<file path="config.mk">
export PLATFORM = sky130hd
export DESIGN_NAME = substring_replace_stream_core_flat
export DESIGN_NICKNAME = d
export VERILOG_FILES = /design/src/rtl/srs_pkg.sv /design/src/rtl/srs_in_if.sv /design/src/rtl/srs_out_if.sv /design/src/rtl/srs_cell.sv /design/src/rtl/substring_replace_stream_core.sv /design/src/flat_wrapper.sv
export SDC_FILE = /design/constraint.sdc
export NUM_CORES = 1
export LEC_CHECK = 0
export BUFFER_PORTS_ARGS = -buffer_cell sky130_fd_sc_hd__buf_4
export CORE_MARGIN = 2
export CORE_UTILIZATION = 25
export CTS_BUF_LIST = sky130_fd_sc_hd__clkbuf_8
export CTS_CLUSTER_DIAMETER = 60
export DETAILED_ROUTE_END_ITERATION = 16
export MAX_ROUTING_LAYER = met4
export PLACE_DENSITY = 0.5
export SLEW_MARGIN = 20
export SYNTH_ARGS = -nofsm -noshare
export SYNTH_HDL_FRONTEND = slang
export SYNTH_HIERARCHICAL = 1
export SYNTH_SLANG_ARGS = --single-unit
</file>
<file path="constraint.sdc">
create_clock -name clk -period 8.4 [get_ports clk]
set_clock_uncertainty 0.2 [all_clocks]
set_input_delay 0.84 -clock clk [delete_from_list [all_inputs] [get_ports clk]]
set_output_delay 0.84 -clock clk [all_outputs]
set_load 0.02 [all_outputs]
</file>
<file path="src/rtl/srs_pkg.sv">
// shared types and constants for the substring replace stream core
`timescale 1ns / 1ps

package srs_pkg;

	localparam int unsigned DEF_MAX_SEARCH_LEN  = 8;
	localparam int unsigned DEF_MAX_REPLACE_LEN = 8;
	localparam int unsigned PACKED_BYTES        = 8;
	localparam int unsigned CFG_W               = 64;
	localparam int unsigned BYTE_IDX_W          = 3;
	localparam int unsigned CNT_W               = 4;

	// register map of the write port
	typedef enum logic [1:0] {
		REG_SEARCH_PATTERN     = 2'd0,
		REG_SEARCH_LENGTH      = 2'd1,
		REG_REPLACEMENT_TEXT   = 2'd2,
		REG_REPLACEMENT_LENGTH = 2'd3
	} reg_index_t;

	// output sequencer
	typedef enum logic [1:0] {
		SEQ_IDLE,
		SEQ_REPL,
		SEQ_FLUSH,
		SEQ_END
	} seq_state_t;

	// what every window cell does at the next edge
	typedef enum logic [1:0] {
		CELL_HOLD,
		CELL_LOAD,
		CELL_SHIFT_EFF,
		CELL_SHIFT_HELD
	} cell_op_t;

	// what a cell shows to its neighbour and to the control
	typedef struct packed {
		logic [7:0] eff;
		logic [7:0] held;
		logic       hit;
	} cell_view_t;

endpackage

</file>
<file path="src/rtl/srs_in_if.sv">
// input channel: one text byte per transfer
`timescale 1ns / 1ps

interface srs_in_if;
	logic       valid;
	logic       ready;
	logic [7:0] in_byte;
	logic       in_last;

	modport source (output valid, output in_byte, output in_last, input ready);
	modport sink (input valid, input in_byte, input in_last, output ready);
endinterface

</file>
<file path="src/rtl/srs_out_if.sv">
// output channel: one text byte or end marker per transfer
`timescale 1ns / 1ps

interface srs_out_if;
	logic       valid;
	logic       ready;
	logic [7:0] out_byte;
	logic       end_marker;

	modport source (output valid, output out_byte, output end_marker, input ready);
	modport sink (input valid, input out_byte, input end_marker, output ready);
endinterface

</file>
<file path="src/rtl/srs_cell.sv">
// one window cell: holds a byte, compares it with its pattern byte, shifts
`timescale 1ns / 1ps

module srs_cell #(
	parameter int unsigned IDX = 0,
	parameter int unsigned FW  = 4
) (
	input  logic               clk,
	input  srs_pkg::cell_op_t  op,
	input  logic [FW-1:0]      fill,
	input  logic [FW-1:0]      len,
	input  logic [7:0]         new_byte,
	input  logic [7:0]         pat_byte,
	input  srs_pkg::cell_view_t next_view,
	output srs_pkg::cell_view_t view
);
	import srs_pkg::*;

	logic [7:0] byte_q;
	logic [7:0] eff;

	// the incoming byte lands in the cell at the fill position
	assign eff = (fill == FW'(IDX)) ? new_byte : byte_q;

	assign view.eff  = eff;
	assign view.held = byte_q;
	// cells beyond the pattern length always agree
	assign view.hit  = (FW'(IDX) >= len) || (eff == pat_byte);

	always_ff @(posedge clk) begin
		unique case (op)
			CELL_HOLD:       byte_q <= byte_q;
			CELL_LOAD:       byte_q <= eff;
			CELL_SHIFT_EFF:  byte_q <= next_view.eff;
			CELL_SHIFT_HELD: byte_q <= next_view.held;
		endcase
	end

endmodule

</file>
<file path="src/rtl/substring_replace_stream_core.sv">
// top level of the streaming find and replace core
`timescale 1ns / 1ps

// Streaming find and replace over a byte text. Every occurrence of the search
// pattern (1 to 8 bytes, first character in bits 7:0) is replaced by the
// replacement text (0 to 8 bytes); matching is greedy, left to right and
// non-overlapping. The window is a row of cells, one byte each; every cell
// compares its byte with its pattern byte and hands its byte to the left
// neighbour when the oldest byte leaves. A byte that completes no match
// yields at most one output byte, so while the output is not stalled a
// text streams at one byte per cycle. A match holds the input while the
// replacement bytes beyond the first leave. The final byte (in_last) flushes
// the window one byte per cycle while the output is not stalled and then
// emits the end marker. The rates are set by the single output register,
// which moves one result per transfer. Writing the search length discards
// the window contents; write the registers only while the core is idle.
module substring_replace_stream_core #(
	parameter int unsigned MAX_SEARCH_LEN  = srs_pkg::DEF_MAX_SEARCH_LEN,
	parameter int unsigned MAX_REPLACE_LEN = srs_pkg::DEF_MAX_REPLACE_LEN
) (
	input  logic                       clk,
	input  logic                       arst_n,
	srs_in_if.sink                     text,
	srs_out_if.source                  result,
	input  logic                       wr_en,
	input  srs_pkg::reg_index_t        wr_index,
	input  logic [srs_pkg::CFG_W-1:0]  wr_data
);
	import srs_pkg::*;

	// number of cells and replacement bytes actually usable
	localparam int unsigned CELLS = (MAX_SEARCH_LEN < PACKED_BYTES) ?
		MAX_SEARCH_LEN : PACKED_BYTES;
	localparam int unsigned RCAP  = (MAX_REPLACE_LEN < PACKED_BYTES) ?
		MAX_REPLACE_LEN : PACKED_BYTES;
	localparam int unsigned FW    = $clog2(CELLS + 1);
	localparam int unsigned RW    = $clog2(RCAP + 1);

	// configuration registers
	logic [CFG_W-1:0]      pat_q;
	logic [CFG_W-1:0]      rep_q;
	logic [FW-1:0]         len_q;
	logic [RW-1:0]         rlen_q;
	logic [3:0]            wr_len4;

	// window and sequencer state
	logic [FW-1:0]         fill_q;
	logic [FW-1:0]         fill_d;
	seq_state_t            state_q;
	seq_state_t            state_d;
	logic [BYTE_IDX_W-1:0] ridx_q;
	logic [BYTE_IDX_W-1:0] ridx_d;
	logic                  last_q;
	logic                  last_d;

	// output register
	logic                  out_valid_q;
	logic [7:0]            out_byte_q;
	logic                  out_end_q;

	logic                  out_free;
	logic                  take;
	logic                  emit;
	logic [7:0]            emit_byte;
	logic                  emit_end;
	cell_op_t              cell_op;

	cell_view_t            views [CELLS+1];
	logic [CELLS-1:0]      hit_vec;
	logic [7:0]            rep_bytes [PACKED_BYTES];
	logic [FW:0]           fill_inc;
	logic                  full;
	logic                  match;
	logic                  fill_zero;
	logic                  rlen_zero;
	logic                  rlen_one;
	logic                  repl_done;

	// handshakes: input moves only when the output register can take a result
	assign out_free = !out_valid_q || result.ready;
	assign text.ready = (state_q == SEQ_IDLE) && out_free;
	assign take = text.valid && text.ready;

	assign result.valid      = out_valid_q;
	assign result.out_byte   = out_byte_q;
	assign result.end_marker = out_end_q;

	// row of window cells, the far end sees an empty neighbour
	assign views[CELLS] = '0;

	for (genvar k = 0; k < CELLS; k++) begin : g_cell
		srs_cell #(
			.IDX (k),
			.FW  (FW)
		) u_cell (
			.clk       (clk),
			.op        (cell_op),
			.fill      (fill_q),
			.len       (len_q),
			.new_byte  (text.in_byte),
			.pat_byte  (pat_q[8*k +: 8]),
			.next_view (views[k+1]),
			.view      (views[k])
		);
		assign hit_vec[k] = views[k].hit;
	end

	for (genvar k = 0; k < PACKED_BYTES; k++) begin : g_rep
		assign rep_bytes[k] = rep_q[8*k +: 8];
	end

	// window full after this byte, and all cells agree with the pattern
	assign fill_inc  = (FW+1)'(fill_q) + (FW+1)'(1);
	assign full      = fill_inc == (FW+1)'(len_q);
	assign match     = full && (&hit_vec);
	assign fill_zero = fill_q == '0;
	assign rlen_zero = rlen_q == '0;
	assign rlen_one  = rlen_q == RW'(1);
	assign repl_done = (CNT_W'(ridx_q) + CNT_W'(1)) == CNT_W'(rlen_q);

	// next state of the sequencer
	always_comb begin
		state_d = state_q;
		ridx_d  = ridx_q;
		last_d  = last_q;
		unique case (state_q)
			SEQ_IDLE: begin
				if (take) begin
					last_d = text.in_last;
					if (match) begin
						// first replacement byte leaves at once
						if (!rlen_zero && !rlen_one) begin
							state_d = SEQ_REPL;
							ridx_d  = BYTE_IDX_W'(1);
						end else if (rlen_one && text.in_last) begin
							state_d = SEQ_END;
						end
					end else if (full) begin
						if (text.in_last) begin
							state_d = fill_zero ? SEQ_END : SEQ_FLUSH;
						end
					end else if (text.in_last) begin
						state_d = SEQ_FLUSH;
					end
				end
			end
			SEQ_REPL: begin
				if (out_free) begin
					ridx_d = ridx_q + BYTE_IDX_W'(1);
					if (repl_done) begin
						state_d = last_q ? SEQ_END : SEQ_IDLE;
					end
				end
			end
			SEQ_FLUSH: begin
				if (out_free && (fill_q == FW'(1))) begin
					state_d = SEQ_END;
				end
			end
			SEQ_END: begin
				if (out_free) begin
					state_d = SEQ_IDLE;
				end
			end
		endcase
	end

	// results, window operation and fill count
	always_comb begin
		emit      = 1'b0;
		emit_byte = '0;
		emit_end  = 1'b0;
		cell_op   = CELL_HOLD;
		fill_d    = fill_q;
		unique case (state_q)
			SEQ_IDLE: begin
				if (take) begin
					if (match) begin
						// window cleared, replacement starts
						fill_d = '0;
						if (!rlen_zero) begin
							emit      = 1'b1;
							emit_byte = rep_bytes[0];
						end else if (text.in_last) begin
							emit     = 1'b1;
							emit_end = 1'b1;
						end
					end else if (full) begin
						// oldest byte leaves, the rest moves up
						cell_op   = CELL_SHIFT_EFF;
						emit      = 1'b1;
						emit_byte = views[0].eff;
					end else begin
						cell_op = CELL_LOAD;
						fill_d  = fill_q + FW'(1);
					end
				end
			end
			SEQ_REPL: begin
				if (out_free) begin
					emit      = 1'b1;
					emit_byte = rep_bytes[ridx_q];
				end
			end
			SEQ_FLUSH: begin
				if (out_free) begin
					emit      = 1'b1;
					emit_byte = views[0].held;
					cell_op   = CELL_SHIFT_HELD;
					fill_d    = fill_q - FW'(1);
				end
			end
			SEQ_END: begin
				if (out_free) begin
					emit     = 1'b1;
					emit_end = 1'b1;
				end
			end
		endcase
	end

	assign wr_len4 = wr_data[3:0];

	// control and configuration registers
	always_ff @(posedge clk or negedge arst_n) begin
		if (!arst_n) begin
			state_q     <= SEQ_IDLE;
			fill_q      <= '0;
			ridx_q      <= '0;
			last_q      <= 1'b0;
			out_valid_q <= 1'b0;
			pat_q       <= '0;
			rep_q       <= '0;
			len_q       <= FW'(1);
			rlen_q      <= '0;
		end else begin
			state_q <= state_d;
			ridx_q  <= ridx_d;
			last_q  <= last_d;
			if (out_free) begin
				out_valid_q <= emit;
			end
			// a new search length discards the window
			if (wr_en && (wr_index == REG_SEARCH_LENGTH)) begin
				fill_q <= '0;
			end else begin
				fill_q <= fill_d;
			end
			if (wr_en) begin
				unique case (wr_index)
					REG_SEARCH_PATTERN: pat_q <= wr_data;
					REG_SEARCH_LENGTH: begin
						// empty pattern counts as one byte, long ones saturate
						if (wr_len4 == 4'd0) begin
							len_q <= FW'(1);
						end else if (32'(wr_len4) > CELLS) begin
							len_q <= FW'(CELLS);
						end else begin
							len_q <= FW'(wr_len4);
						end
					end
					REG_REPLACEMENT_TEXT: rep_q <= wr_data;
					REG_REPLACEMENT_LENGTH: begin
						if (32'(wr_len4) > RCAP) begin
							rlen_q <= RW'(RCAP);
						end else begin
							rlen_q <= RW'(wr_len4);
						end
					end
				endcase
			end
		end
	end

	// output payload
	always_ff @(posedge clk) begin
		if (out_free && emit) begin
			out_byte_q <= emit_byte;
			out_end_q  <= emit_end;
		end
	end

endmodule

</file>
<file path="src/flat_wrapper.sv">
// flat-port wrapper written by rule: the top's interface ports become plain ports
module substring_replace_stream_core_flat import srs_pkg::*;
#(
	parameter int unsigned MAX_SEARCH_LEN  = srs_pkg::DEF_MAX_SEARCH_LEN,
	parameter int unsigned MAX_REPLACE_LEN = srs_pkg::DEF_MAX_REPLACE_LEN
)
  (clk, arst_n, wr_en, wr_index, wr_data, text_valid, text_in_byte, text_in_last, text_ready, result_valid, result_out_byte, result_end_marker, result_ready);
  srs_in_if text_i ();
  srs_out_if result_i ();
  input  logic clk;
  input  logic arst_n;
  input  logic wr_en;
  input  srs_pkg::reg_index_t wr_index;
  input  logic [srs_pkg::CFG_W-1:0] wr_data;
  input wire logic [$bits(text_i.valid)-1:0] text_valid;
  input wire logic [$bits(text_i.in_byte)-1:0] text_in_byte;
  input wire logic [$bits(text_i.in_last)-1:0] text_in_last;
  output wire logic [$bits(text_i.ready)-1:0] text_ready;
  output wire logic [$bits(result_i.valid)-1:0] result_valid;
  output wire logic [$bits(result_i.out_byte)-1:0] result_out_byte;
  output wire logic [$bits(result_i.end_marker)-1:0] result_end_marker;
  input wire logic [$bits(result_i.ready)-1:0] result_ready;
  assign text_i.valid = text_valid;
  assign text_i.in_byte = text_in_byte;
  assign text_i.in_last = text_in_last;
  assign text_ready = text_i.ready;
  assign result_valid = result_i.valid;
  assign result_out_byte = result_i.out_byte;
  assign result_end_marker = result_i.end_marker;
  assign result_i.ready = result_ready;
  substring_replace_stream_core #(.MAX_SEARCH_LEN(MAX_SEARCH_LEN), .MAX_REPLACE_LEN(MAX_REPLACE_LEN)) u_core (.clk(clk), .arst_n(arst_n), .text(text_i), .result(result_i), .wr_en(wr_en), .wr_index(wr_index), .wr_data(wr_data));
endmodule
</file>
== Word-level counts from Yosys, hierarchy flattened ==
Index checks and enable logic that the tools add are counted.
Widths: inputs -> output; s select.

* Register bits: 220
* Input bits: 80
* Output and inout bits: 11
* Logic and storage cells: 182

* Add/subtract/negate cells: 5
* Magnitude comparators: 10
* Equality and inequality tests: 39
* Mux-type cells: 69
* Bitwise logic cells: 1
* Reductions and logical operators: 39

{| class="wikitable"
|+ Operator list
! cell !! number
|-
| $pmux 8 s3 || 8
|-
| $mux 8 || 16
|-
| $eq 8x8->1 || 8
|-
| $mux 2 || 16
|-
| $mux 4 || 7
|-
| $bmux 8 s3 || 1
|-
| $eq 4x3->1 const B || 4
|-
| $ge 3x4->1 const A || 4
|-
| $pmux 8 s2 || 1
|-
| $eq 2x2->1 const B || 6
|-
| $logic_not 4->1 || 3
|-
| $mux 3 || 4
|-
| $ne 2x1->1 const B || 6
|-
| $mux 1 || 10
|-
| $reduce_and 2->1 || 5
|-
| $logic_or 1x1->1 || 9
|-
| $eq 4x1->1 const B || 2
|-
| $eq 4x2->1 const B || 2
|-
| $ge 1x4->1 const A || 2
|-
| $ge 2x4->1 const A || 2
|-
| $logic_and 1x1->1 || 8
|-
| $ne 4x4->1 const B || 2
|-
| $pmux 2 s4 || 1
|-
| $pmux 4 s2 || 1
|-
| 27 further kinds || 35
|}

== Logic depth before layout (Yosys ltp) ==
Gate-level depths: netlist (run 1).

* Depth after elaboration: 12
* Gate-level depth with buffers: 14

== Cells and area by module ==
Netlist (run 1), hierarchy kept.

{| class="wikitable"
|+ By module, submodules not included
! module !! times used !! cells each !! area each (um^2) !! seq. area each (um^2)
|-
| substring_replace_stream_core || 1 || 516 || 7213.2 || 3950.0
|-
| srs_cell (u_core.g_cell[2].u_cell) || 1 || 79 || 740.7 || 240.2
|-
| srs_cell (u_core.g_cell[7].u_cell) || 1 || 78 || 738.2 || 240.2
|-
| srs_cell (u_core.g_cell[0].u_cell) || 1 || 80 || 730.7 || 240.2
|-
| srs_cell (u_core.g_cell[1].u_cell) || 1 || 77 || 728.2 || 240.2
|-
| srs_cell (u_core.g_cell[4].u_cell) || 1 || 79 || 726.9 || 240.2
|-
| srs_cell (u_core.g_cell[5].u_cell) || 1 || 79 || 725.7 || 240.2
|-
| srs_cell (u_core.g_cell[6].u_cell) || 1 || 79 || 724.4 || 240.2
|-
| srs_cell (u_core.g_cell[3].u_cell) || 1 || 78 || 719.4 || 240.2
|}

== Worst setup path before layout (run 1) ==
OpenSTA, ideal clock, no wires.

* Path kind: reg-to-reg
* From: register u_core.fill_q[0]
* To: register u_core.g_cell[3].u_cell.byte_q[0], enable pin
* Setup time: 0.271 ns
* Data arrival time: 3.366 ns
* Data required time: 7.929 ns
* Path slack: 4.563 ns
* Cell stages (with the launch flop): 12
* Buffers on the path: 2
* Clock period less this slack: 3.837 ns
* Cells stage by stage: dfrtp_1 nor4b_4 mux2_2 a22oi_2 o2111ai_1 o22ai_1 nand4_1 or2_2 clkbuf_1 a21o_1 clkbuf_1 or2_2

{| class="wikitable"
|+ RTL lines
! element !! line !! RTL
|-
| from (decl) || substring_replace_stream_core.sv:47 || <nowiki>logic [FW-1:0] fill_q;</nowiki>
|-
| from (signal assigned) || substring_replace_stream_core.sv:247 || <nowiki>fill_q <= fill_d;</nowiki>
|-
| to (signal assigned) || srs_cell.sv:32 || <nowiki>CELL_HOLD: byte_q <= byte_q;</nowiki>
|-
| to (signal assigned) || srs_cell.sv:34 || <nowiki>CELL_SHIFT_EFF: byte_q <= next_view.eff;</nowiki>
|-
| to (signal assigned) || srs_cell.sv:35 || <nowiki>CELL_SHIFT_HELD: byte_q <= next_view.held;</nowiki>
|-
| to (decl) || srs_cell.sv:19 || <nowiki>logic [7:0] byte_q;</nowiki>
|}

==> results_dict.tcl, run 1 <==
set metrics [dict create \
    yosysTopAreaCell "dfrtp_1" \
    synth_top_family_by_area "multiplexers" \
    place_hpwl_um 28600 \
    grt_pass1_vias 9358 \
    start_kind "register" \
    synth_flop_cell "dfrtp_1" \
    fin_tns_setup_ps 0 \
    path_max_fanout 77 \
    cpMaxStageDelayCell "dfrtp_1" \
    endpoint "u_core/g_cell[4].u_cell/byte_q[3]" \
    cap_violations 0 \
    syn-cell-area_mm2 0.0130 \
    cts_hold_repair.buffers 0 \
    area_growth_pct 16.2 \
    hold_ws_ps 145 \
    dr_total_vias 9541 \
    chipHeight_um 232 \
    slew_viol_final 0 \
    path_depth 10 \
    layout_commonest_cell "mux2_2" \
    post_cts_resized 0 \
    cts_buffer_depth 3 \
    worst_pin_slew_ps 1070 \
    routabilityCongestion 0.865 \
    totalWireLength_um 40300 \
    yosys.area_share.simple_pct 9.40 \
    drt_iter0_markers 761 \
    cts.sinks 220 \
    crit_family "simple AND/OR/NAND/NOR gates" \
    io_pins 91 \
    end_kind "register" \
    insertion_delay_ps 560 \
    dieArea_mm2 0.0540 \
    max_freq_ghz 0.185 \
    ir_drop_mv 0.133 \
    wl_per_cell_um 20.7 \
    synth.distinct_cells 81 \
    power_density_mw_per_mm2 361 \
    core_area_mm2 0.0514 \
    min_path_type "input pin to async pin" \
    grt_pass1_wl_um 59600 \
    worst_r2r_path_depth 10 \
    path_buf_inv 1 \
    start_util_pct 25.4 \
    die_w_um 232 \
    async_reset_ff_share_pct 66.8 \
    r2r_slack_ps 2990 \
    drc_errors 0 \
    dp_slack_ps 3080 \
    rows 83 \
    crit_start "u_core/fill_q[2]" \
    p_total_mw 5.47 \
    grt_max_degree 83 \
    io_buffers 90 \
    numCtsBuffers 40 \
    track_usage_pct 15.2 \
    rsz0062_at_grt "false" \
    firstDrtPassIters 6 \
    yosysSeqAreaShare_pct 45.0 \
    netlist_instances 1145 \
    ys_warn_count 6 \
    crit_top_cell "or2_2" \
    vias_per_cell 4.90 \
    final_hold_viol_count 0 \
    rr_startpoint "u_core/fill_q[2]" \
    synth_xor_xnor_area_share_pct 3.63 \
    fin_nets 1330 \
    cts_tree "yes" \
    worst_slack_ps 2990 \
    synth_top_area_share_pct 28.0 \
    slowest_delay_ps 790 \
    drive_above_1_share_pct 29.8 \
    synth_compound_area_share_pct 10.6 \
    critPathRequiredTime_ps 8480 \
    synthAdderAreaFrac_pct 0.959 \
    crit_chain "nor4b_4, mux2_2, a22oi_2, o2111ai_1, o22ai_1, nand4_1, or2_2, a21o_4, buf_4, or2_2" \
    p_leak_nw 6.23 \
    outcome "complete, no violations" \
    timing.rr.end "u_core/g_cell[4].u_cell/byte_q[3]" \
    cts_setup_buffers 0 \
    antenna_found_initial 1 \
    synth.avg_cell_area_um2 11.4 \
    cts_max_level 2 \
    synth-seq-cells 220 \
    setup_viol 0 \
    synthTopCellsByArea "dfrtp_1 28%, edfxtp_1 17%, mux2_2 14%, mux2i_1 8.4%, mux4_2 2.8%" \
    crit_type "register to register" \
    maxSlewHeadroom_pct 28.4 \
    nFillCells 5353 \
    path_clk_slew_ps 60 \
    overflow 0 \
    synth.mux.area_fraction_pct 25.4 \
    post-route-util_pct 29.5 \
    min_period_over_period_pct 64.4 \
    layout_common_cells "164 x mux2_2, 145 x dfrtp_1, 109 x mux2i_1, 107 x inv_1, 97 x buf_4" \
    min_period_ps 5410 \
    synth-edff-count 73 \
    crit_arrival_ps 5490 \
    ant_nets 0 \
    cts-root-buf "clkbuf_8" \
]
metrics by stage:
step / instance area, µm² / instances
detailed placement: 14400 / 1878
global route: 15200 / 1946
CTS: 15200 / 1946
global placement: 14400 / 1878
finish: 15200 / 1947
floorplan: 13100 / 1160
final cells by class:
type                       count  area (µm²)  share of cell area [%]
tap                          680         851                    5.61
inverter                      89         334                    2.20
timing repair buffer          98         739                    4.88
sequential                   220        5870                    38.7
clock buffer                  49         674                    4.45
clock inverter                19        75.1                   0.495
multi-input combinational    791        6610                    43.6
antenna                        1        2.50                  0.0165
Yosys cell counts, drive strengths merged (3+ instances only):
master	n
edfxtp	73
a41oi	3
a22oi	4
nand3	10
a22o	11
o22ai	13
nor3	8
buf	27
a31o	3
clkbuf	33
and3	3
nor2	90
o221ai	6
or2	18
dfrtp	146
a211oi	7
a221oi	12
o21ai	21
o2bb2ai	5
and4bb	3
and2	8
nand2b	9
nand2	33
mux4	16
a222oi	11
o211ai	10
or3	9
o21a	3
ha	10
nor2b	3
nor4	5
nand3b	4
mux2i	109
a211o	4
xor2	21
nor4b	3
a21oi	70
xnor2	28
inv	89
nand4	9
mux2	165
registers in the layout, indices dropped and copies added, names as in the netlist:
name and flops:
u_core/g_cell.u_cell/byte_q 64, u_core/pat_q 64, u_core/rep_q 64, u_core/result.out_byte 8
u_core/fill_q 4, u_core/len_q 4, u_core/rlen_q 4, u_core/ridx_q 3
u_core/state_q 2, u_core/last_q 1, u_core/result.end_marker 1, u_core/result.valid 1
power breakdown:
group / internal (mW) / switching (mW)
combinational: 1.09 / 1.39
sequential: 1.62 / 0.393
clock: 0.521 / 0.456
total: 3.23 / 2.24
worst min path at each step:
stage | endpoint | depth (start not counted) | slack [ps] | start
6_report | u_core/rep_q[5] | 1 | 140 | arst_n
5_1_grt | u_core/rep_q[15] | 1 | 180 | arst_n
4_1_cts | u_core/rep_q[19] | 1 | 140 | arst_n
3_5_place_dp | u_core/last_q | 2 | 280 | u_core/last_q
3_3_place_gp | u_core/last_q | 2 | 270 | u_core/last_q
2_1_floorplan | u_core/last_q | 2 | 250 | u_core/last_q
metal layers:
metal  global-route usage, %  up-vias  share of wire [%]
li1                        -     4384                  -
met1                    21.3     4761                 47
met2                    22.6      327                 44
met3                    2.35       69                6.1
met4                    4.68        0                2.5
met5                       -        -                  0
kinds of logic after synthesis:
group	Yosys count
multiplexers	290
AND/OR/NAND/NOR	224
adder cells (fa/ha/maj)	10
XOR/XNOR	50
buffers and inverters	149
AO/OA/AOI/OAI	201
other	1
flip-flops	220
(Power assumes the default switching activity.)
==> run 2: changes to the inputs <==
--- a/config.mk
+++ b/config.mk
@@ -12,7 +12,7 @@
 export CTS_CLUSTER_DIAMETER = 60
 export DETAILED_ROUTE_END_ITERATION = 16
 export MAX_ROUTING_LAYER = met4
-export PLACE_DENSITY = 0.5
+export PLACE_DENSITY = 0.51
 export SLEW_MARGIN = 20
 export SYNTH_ARGS = -nofsm -noshare
 export SYNTH_HDL_FRONTEND = slang
==> constraint.sdc (replaced) <==
create_clock -name clk -period 4.75 [get_ports clk]
set_clock_uncertainty 0.2 [all_clocks]
set_input_delay 0.475 -clock clk [delete_from_list [all_inputs] [get_ports clk]]
set_output_delay 0.475 -clock clk [all_outputs]
set_load 0.02 [all_outputs]
==> results_dict.tcl, run 2 (same netlist as run 1, synthesis figures left out) <==
set metrics [dict create \
    hold_path_depth 3 \
    dr_total_vias 9868 \
    critPathRequiredTime_ps 4810 \
    final_hold_viol_count 0 \
    fin_tns_setup_ps 0 \
    slew_viol_final 0 \
    fin_nets 1410 \
    hold_ws_ps 69.7 \
    wl_per_cell_um 19.8 \
    r2r_slack_ps 420 \
    overflow 0 \
    cap_violations 0 \
    grt_max_degree 92 \
    drc_errors 0 \
    cts_tree "yes" \
    ant_nets 0 \
    rsz0062_at_grt "false" \
    cts.sinks 220 \
    cpMaxStageDelayCell "nor4_4" \
    path_depth 10 \
    start_util_pct 25.4 \
    ir_drop_mv 0.255 \
    slowest_delay_ps 640 \
    path_clk_slew_ps 70 \
    timing.rr.end "u_core/g_cell[7].u_cell/byte_q[3]" \
    insertion_delay_ps 560 \
    post_cts_resized 0 \
    rows 83 \
    cts_buffer_depth 3 \
    drt_iter0_markers 706 \
    worst_r2r_path_depth 10 \
    crit_start "u_core/fill_q[1]" \
    reg_top3 "u_core/g_cell.u_cell/byte_q: 64 flops, u_core/pat_q: 64 flops, u_core/rep_q: 64 flops" \
    cts-root-buf "clkbuf_8" \
    cts_max_level 2 \
    path_max_fanout 53 \
    layout_commonest_cell "mux2_2" \
    p_total_mw 9.91 \
    io_pins 91 \
    crit_family "simple AND/OR/NAND/NOR gates" \
    die_w_um 232 \
    io_buffers 90 \
    numCtsBuffers 39 \
    crit_chain "nor4_4, buf_4, mux2i_1, xnor2_1, a21oi_1, a31o_1, nand4_1, or2_2, a21o_4, or2_2" \
    dieArea_mm2 0.0540 \
    track_usage_pct 15.3 \
    area_growth_pct 22.8 \
    vias_per_cell 4.86 \
    antenna_found_initial 3 \
    drive_above_1_share_pct 29.7 \
    outcome "complete, no violations" \
    layout_common_cells "164 x mux2_2, 145 x dfrtp_1, 112 x buf_4, 109 x mux2i_1, 99 x inv_1" \
    grt_pass1_wl_um 60600 \
    start_kind "register" \
    core_area_mm2 0.0514 \
    max_freq_ghz 0.231 \
    min_period_over_period_pct 91.2 \
    maxSlewHeadroom_pct 34.0 \
    end_kind "register" \
    min_period_ps 4330 \
    rr_startpoint "u_core/fill_q[1]" \
    totalWireLength_um 40200 \
    crit_arrival_ps 4400 \
    crit_type "register to register" \
    p_leak_nw 6.60 \
    chipHeight_um 232 \
    path_buf_inv 1 \
    worst_pin_slew_ps 990 \
    cts_setup_buffers 0 \
    setup_viol 0 \
    routabilityCongestion 0.874 \
    grt_pass1_vias 9822 \
    endpoint "u_core/g_cell[7].u_cell/byte_q[3]" \
    min_path_type "input pin to register" \
    place_hpwl_um 28900 \
    crit_top_cell "or2_2" \
    firstDrtPassIters 6 \
    cts_hold_repair.buffers 65 \
    power_density_mw_per_mm2 619 \
]
## run 2: cell types whose count changed in the layout (fill, tap and decap cells not counted), sizes merged
cell,delta
dlygate4sd3,+65
buf,+16
clkinv,+9
inv,-8
bufinv,+3
clkbuf,-2
clkinvlp,-1
## run 2: per-layer routing
metal	up-vias	part of all wire [%]	GRT usage [%]	wire (µm)
met3	60	6.5	2.75	2600
li1	4535	-	-	-
met1	4937	47	21.1	18900
met2	336	44	23.0	17900
met4	0	2.1	4.04	827
met5	-	0	-	0
## run 2: per-stage QoR
step	setup WS [ps]	instance area (µm²)	utilization, %	std cells
2_1_floorplan	913	13100	-	1160
4_1_cts	445	16000	31.2	2028
5_1_grt	236	16000	31.2	2029
3_5_place_dp	489	14500	28.3	1894
6_report	416	16000	31.2	2029
3_3_place_gp	503	14500	28.3	1894
## run 2: final cells by class
type	instances	area, µm²
multi-input cells	791	6610
clock buffers	47	647
flip-flops and latches	220	5870
fillers	5284	35400
repair buffers	179	1520
inverters	89	334
well taps	680	851
diodes	1	2.50
clock inverters	22	175
## run 2: worst min-delay path by stage
stage	endpoint	startpoint	slack, ps
after floorplan	u_core/fill_q[0]	arst_n	-20
after global placement	u_core/pat_q[7]	arst_n	280
after detailed placement	u_core/pat_q[7]	arst_n	280
after CTS	u_core/last_q	text_in_last	40
after global routing	u_core/last_q	text_in_last	70
final	u_core/last_q	text_in_last	70
## run 2: report_power, final
part | switching [mW] | internal [mW] | total [mW]
Clock | 0.811 | 1.06 | 1.87
Sequential | 0.668 | 2.86 | 3.53
Combinational | 2.48 | 2.03 | 4.51
Total | 3.96 | 5.96 | 9.91
## run 2: worst reg2reg max path, cell delays in order, from the launching register on
cell	delay [ps]
dfrtp_1	590
nor4_4	640
buf_4	270
mux2i_1	260
xnor2_1	130
a21oi_1	220
a31o_1	220
nand4_1	120
or2_2	440
a21o_4	440
or2_2	510
